**config.mk**
```make
export PLATFORM = sky130hd
export DESIGN_NAME = dcpc_cell
export DESIGN_NICKNAME = d
export VERILOG_FILES = /design/src/hdl/dcpc_pkg.sv /design/src/hdl/dcpc_cell.sv
export SDC_FILE = /design/constraint.sdc
export NUM_CORES = 1
export LEC_CHECK = 0
export ABC_CLOCK_PERIOD_IN_PS = 6480
export BUFFER_PORTS_ARGS = -buffer_cell sky130_fd_sc_hd__buf_2
export CAP_MARGIN = 20
export CORE_MARGIN = 3
export CORE_UTILIZATION = 47
export CTS_BUF_LIST = sky130_fd_sc_hd__clkbuf_16
export CTS_CLUSTER_SIZE = 25
export DETAILED_ROUTE_END_ITERATION = 10
export PLACE_DENSITY = 0.92
export SLEW_MARGIN = 20
export SYNTH_ARGS = -nofsm -noshare
export SYNTH_HDL_FRONTEND = slang
export SYNTH_SLANG_ARGS = --single-unit
```
**constraint.sdc**
```tcl
create_clock -name clk -period 6.48 [get_ports clk]
set_clock_uncertainty 0.2 [all_clocks]
set_input_delay 0.972 -clock clk [delete_from_list [all_inputs] [get_ports clk]]
set_output_delay 0.972 -clock clk [all_outputs]
set_load 0.005 [all_outputs]
```
**src/hdl/dcpc_pkg.sv**
```systemverilog
`timescale 1ns / 1ps
// ----------------------------------------------------------------------------
// dcpc_pkg
// Shared types and codes of the sorted distinct color set.
// ----------------------------------------------------------------------------
package dcpc_pkg;

  localparam int KEY_W   = 24;
  localparam int CHAN_W  = 8;
  localparam int IDX_W   = 8;
  localparam int KIND_W  = 2;
  localparam int STAT_W  = 3;
  localparam int COUNT_W = 9;

  localparam logic [KIND_W-1:0] KIND_PIXEL = 2'd0;
  localparam logic [KIND_W-1:0] KIND_READ  = 2'd1;
  localparam logic [KIND_W-1:0] KIND_CLEAR = 2'd2;

  localparam logic [STAT_W-1:0] ST_ADDED       = 3'd0;
  localparam logic [STAT_W-1:0] ST_DUP         = 3'd1;
  localparam logic [STAT_W-1:0] ST_TRANSPARENT = 3'd2;
  localparam logic [STAT_W-1:0] ST_FULL        = 3'd3;
  localparam logic [STAT_W-1:0] ST_READ_OK     = 3'd4;
  localparam logic [STAT_W-1:0] ST_BAD_INDEX   = 3'd5;
  localparam logic [STAT_W-1:0] ST_CLEARED     = 3'd6;

  typedef enum logic [1:0] {
    S_IDLE = 2'b01,
    S_EVAL = 2'b10
  } state_t;

  // broadcast to every cell of the chain
  typedef struct packed {
    logic              eval_en;
    logic              insert_en;
    logic [KEY_W-1:0]  key;
    logic [IDX_W-1:0]  rd_idx;
  } cell_ctrl_t;

endpackage

```
**src/hdl/dcpc_cell.sv**
```systemverilog
`timescale 1ns / 1ps
// ----------------------------------------------------------------------------
// dcpc_cell
// One slot of the sorted chain: holds a key, compares it against the
// broadcast key and takes the new key or its left neighbor's on insert.
// ----------------------------------------------------------------------------
module dcpc_cell #(
  parameter int IDX = 0
) (
  input  logic                         clk,
  input  dcpc_pkg::cell_ctrl_t         ctrl,
  input  logic                         occupied,
  input  logic                         left_lt,
  input  logic [dcpc_pkg::KEY_W-1:0]   left_key,
  output logic                         lt_o,
  output logic                         eq_o,
  output logic [dcpc_pkg::KEY_W-1:0]   key_o,
  output logic [dcpc_pkg::KEY_W-1:0]   rd_data_o
);

  logic [dcpc_pkg::KEY_W-1:0] key_r;
  logic                       lt_r;
  logic                       eq_r;
  logic                       sel_r;

  always_ff @(posedge clk) begin
    if (ctrl.eval_en) begin
      lt_r  <= occupied && (key_r < ctrl.key);
      eq_r  <= occupied && (key_r == ctrl.key);
      sel_r <= (IDX == int'(ctrl.rd_idx));
    end
    if (ctrl.insert_en && !lt_r) begin
      key_r <= left_lt ? ctrl.key : left_key;
    end
  end

  assign lt_o      = lt_r;
  assign eq_o      = eq_r;
  assign key_o     = key_r;
  assign rd_data_o = sel_r ? key_r : '0;

endmodule

```
After elaboration in Yosys (flattened, before gate mapping)
Cells that the tools add are included.

Register bits after elaboration: 27. Bits of input ports: 61. Output and inout port bits: 50. Word-level logic and storage cells: 13.

Order comparisons: 1. Equal/unequal tests: 1. Multiplexer cells: 2. Reductions and logical operators: 5.

Operators by type and width (count): 2-to-1 mux 24 bit (2); equality test 24 bit (1); less-than comparator 24 bit (1); logical NOT 8 bit (1); logical AND 1 bit (3); logical NOT 1 bit (1).

Depth between registers and ports, before layout
Depth in word-level cells: 2. Mapped depth: 6. Mapped depth without buffers: 6.

Least setup slack after synthesis
OpenSTA, ideal clock, no wires.

Path kind: input to register. Start point: in ctrl[32] (netlist bit). End point: reg key_r, in the netlist key_o[0] (enable). Setup time: 0.407 ns. Arrival time: 2.078 ns. Data required time: 5.873 ns. Setup slack: 3.795 ns. Stages: 1. Path buffers: 0. Cell sequence: nor2b_1.

Word-level cells in the longest chain between the ends: 1.

RTL lines: from (decl) (RTL line dcpc_cell.sv:11) `input dcpc_pkg::cell_ctrl_t ctrl,`; logical AND 1 bit (RTL line dcpc_cell.sv:32) `if (ctrl.insert_en && !lt_r) begin`; to (signal assigned) (RTL line dcpc_cell.sv:33) `key_r <= left_lt ? ctrl.key : left_key;`; to (decl) (RTL line dcpc_cell.sv:21) `logic [dcpc_pkg::KEY_W-1:0] key_r;`.

No other way between the ends. A chain may end at the register's enable or synchronous reset.

Worst setup path after layout
Start point: reg sel_r. End point: out rd_data_o[1] (netlist bit).

Word-level cells in the longest chain between the ends: 1.

RTL lines: from (decl) (RTL line dcpc_cell.sv:24) `logic sel_r;`; from (signal assigned) (RTL line dcpc_cell.sv:30) `sel_r <= (IDX == int'(ctrl.rd_idx));`; 2-to-1 mux 24 bit (RTL line dcpc_cell.sv:40) `assign rd_data_o = sel_r ? key_r : '0;`; to (decl) (RTL line dcpc_cell.sv:18) `output logic [dcpc_pkg::KEY_W-1:0] rd_data_o`.

No other way between the ends.

==> summary.txt <==
Die
  • Die footprint: 0.00485 mm2
  • Starting Density: 50.5%
  • Core area: 0.00377 mm2
  • I/O pins: 111
  • Die height: 69.7 um
  • FP Rows: 22
  • Die Width: 69.7 um

Pwr
  • Comb power frac: 21.9%
  • Peak supply drop: 0.131 mV
  • P_int: 344 uW
  • Pleak: 0.00130 uW
  • Sequential power share: 47.1%
  • Design Power: 458 uW
  • Switching Share: 24.7%
  • Power per Cell Area: 177 mW/mm2
  • Clock power frac: 31.0%
  • Switching pwr: 113 uW

Clock tree
  • CTS Root Cell: clkbuf_16
  • CTS Buf Count: 3
  • Sink Count: 27
  • Clock Path Buffers: 2
  • TritonCTS clock tree: done
  • Resized cells post-CTS: 0
  • Hold_buf cts: 0
  • Post-CTS Setup Bufs: 0
  • Clock transition at the registers of the reported paths: 0.07 ns
  • H-Tree Depth: 1
  • Clk Latency, worst-skew pair: 0.26 ns

GRT
  • First-pass GRT wire length: 7250 um
  • Largest net degree at the start of global routing: 25
  • Total grt overflow: 0
  • Vias in the first global route: 1623
  • Tot GR Track Use: 18.4%
  • Initial antenna violation count: 0

Worst setup path
  • Critical path's slowest cell: edfxtp_1
  • Req. time, crit path: 5.31 ns
  • Crit start category: flop
  • Crit Path Class: flop to primary output
  • Critical-path cell list: and2_1 -> buf_2
  • Crit path DAT: 1.37 ns
  • Worst Path Max Fanout: 24
  • Worst setup EP type: primary output
  • Critical Path Max Stage Delay: 0.77 ns

Drt
  • Detailed-route DRC error count: 0
  • Vias: 1650
  • Drt wl/cell: 14.1 um
  • Via density: 5.05
  • TritonRoute pass-1 iters: 4
  • Initial DRC count: 43
  • WL final: 4600 um
  • Post-route ant nets: 0

Finish
  • Final nets: 365
  • Layout Utilization: 68.5%
  • Post-route cell area: 0.00258 mm2
  • Layout cell share with drive strength beyond 1: 51.3%
  • Commonest non-fill, non-tap cell in the layout: buf_2
  • Layout fillers: 304
  • Antenna Cells: 0
  • Highest-count cells in the layout ignoring fill and taps: buf_2, edfxtp_1
  • Area Overhead vs Synth: 35.6%

Synthesis
  • Post-Syn Nets: 254
  • Register area share after synthesis: 42.6%
  • Syn. warnings: 0
  • Yosys reg bits: 27
  • Number of synthesized flops with an enable pin: 27
  • Syn avg cell area: 11.3 um2
  • Synth area leaders: edfxtp_1, ha_1, mux2_2, and2_1, inv_1
  • Fraction of registers with async set/reset: 0%
  • Synth top area share: 42.6%
  • Post-synthesis cell type count: 28
  • Cells after synthesis: 169
  • Top FF cell, synth: edfxtp_1
  • Syn Std Cell Area: 0.00190 mm2
  • Area leader, netlist: edfxtp_1

Hold path
  • HP Class: flop to flop

Timing
  • Fin. max-slew vios: 0
  • Final setup violation count: 0
  • Hold_ws: 0.660 ns
  • Worst slew pin tran: 0.653 ns
  • Period minus WS final: 2.54 ns
  • Slew HR: 56.4%
  • TNS Setup: 0 ns
  • Endpoints failing hold: 0
  • RSZ-0062 raised after global routing: no
  • Tcrit/Tclk final: 39.2%
  • Max Clock Freq: 0.394 GHz

Placement
  • DP Area: 0.00250 mm2
  • Hpwl dp: 3800 um
  • Port bufs: 110
  • Routability cong.: 0.751

Status
  • Status: finished, final reports clean

Flow run
  • Max Cap Viol: 0
-- registers in the layout (all words and copies together) (netlist names) --
signal	flops
eq_o	1
key_o	24
lt_o	1
sel_r	1
-- per-stage QoR --
stage	worst slack, ns	cells
floorplan	3.79	169
global placement	3.73	323
detailed placement	3.75	323
CTS	3.93	327
global route	3.83	327
finish	3.94	327
-- final cells by class --
class	instances	area [um2]	share of cell area, %
Multi-Input combinational cell	113	983	38.1
Sequential cell	27	811	31.4
Timing Repair Buffer	111	558	21.6
Inverter	24	90.1	3.49
Clock buffer	3	75.1	2.91
Tap cell	48	60.1	2.33
Clock inverter	1	5.00	0.194
-- cell usage after synthesis (2+ instances only) --
cell type  instances
or4_1              2
ha_1              24
nand2_1            2
nand4_1            5
nand3_1            6
inv_1             24
mux2_2            24
clkbuf_1           2
edfxtp_1          27
and2_1            24
a21oi_1            8
buf_2              3
nor2_1             3
-- cell families after synthesis --
family                     share of synthesized area [%]
AOI/OAI and AO/OA                                   5.13
adders and majority gates                           15.8
buffers and inverters                               5.91
DFF                                                 42.6
muxes                                               14.2
and+or+nand+nor                                     16.4
-- power groups by stage --
stage	Sequential (uW)	Combinational, uW	Clock, uW
final	216	100	142
after CTS	216	102	144
after global routing	217	113	153
after global placement	219	97.9	0
after detailed placement	220	102	0
after floorplan	218	53.8	0
-- worst paths after layout --
path	slack, ns	endpoint	cells after the start	startpoint
worst min-delay path	0.66	eq_o	3	key_o[0]
worst max-delay path	3.94	rd_data_o[1]	2	sel_r
worst max register to register	4.44	lt_o	5	key_o[22]
worst min register to register	0.66	eq_o	3	key_o[0]
-- worst max-delay path: cells and delay by family (launching register included) --
| family | cells | cell delay [ns] |
|---|---|---|
| flops | 1 | 0.77 |
| simple gates | 1 | 0.22 |
| buf+inv | 1 | 0.11 |
-- layer usage --
metal | up-vias | GRT usage (%) | routed length [um]
met5 | - | 0 | 0
met4 | 0 | 5.74 | 59
met1 | 755 | 21.8 | 1840
met3 | 4 | 3.33 | 320
met2 | 63 | 33.7 | 2380
li1 | 828 | - | -
(Power assumes the default switching activity.)
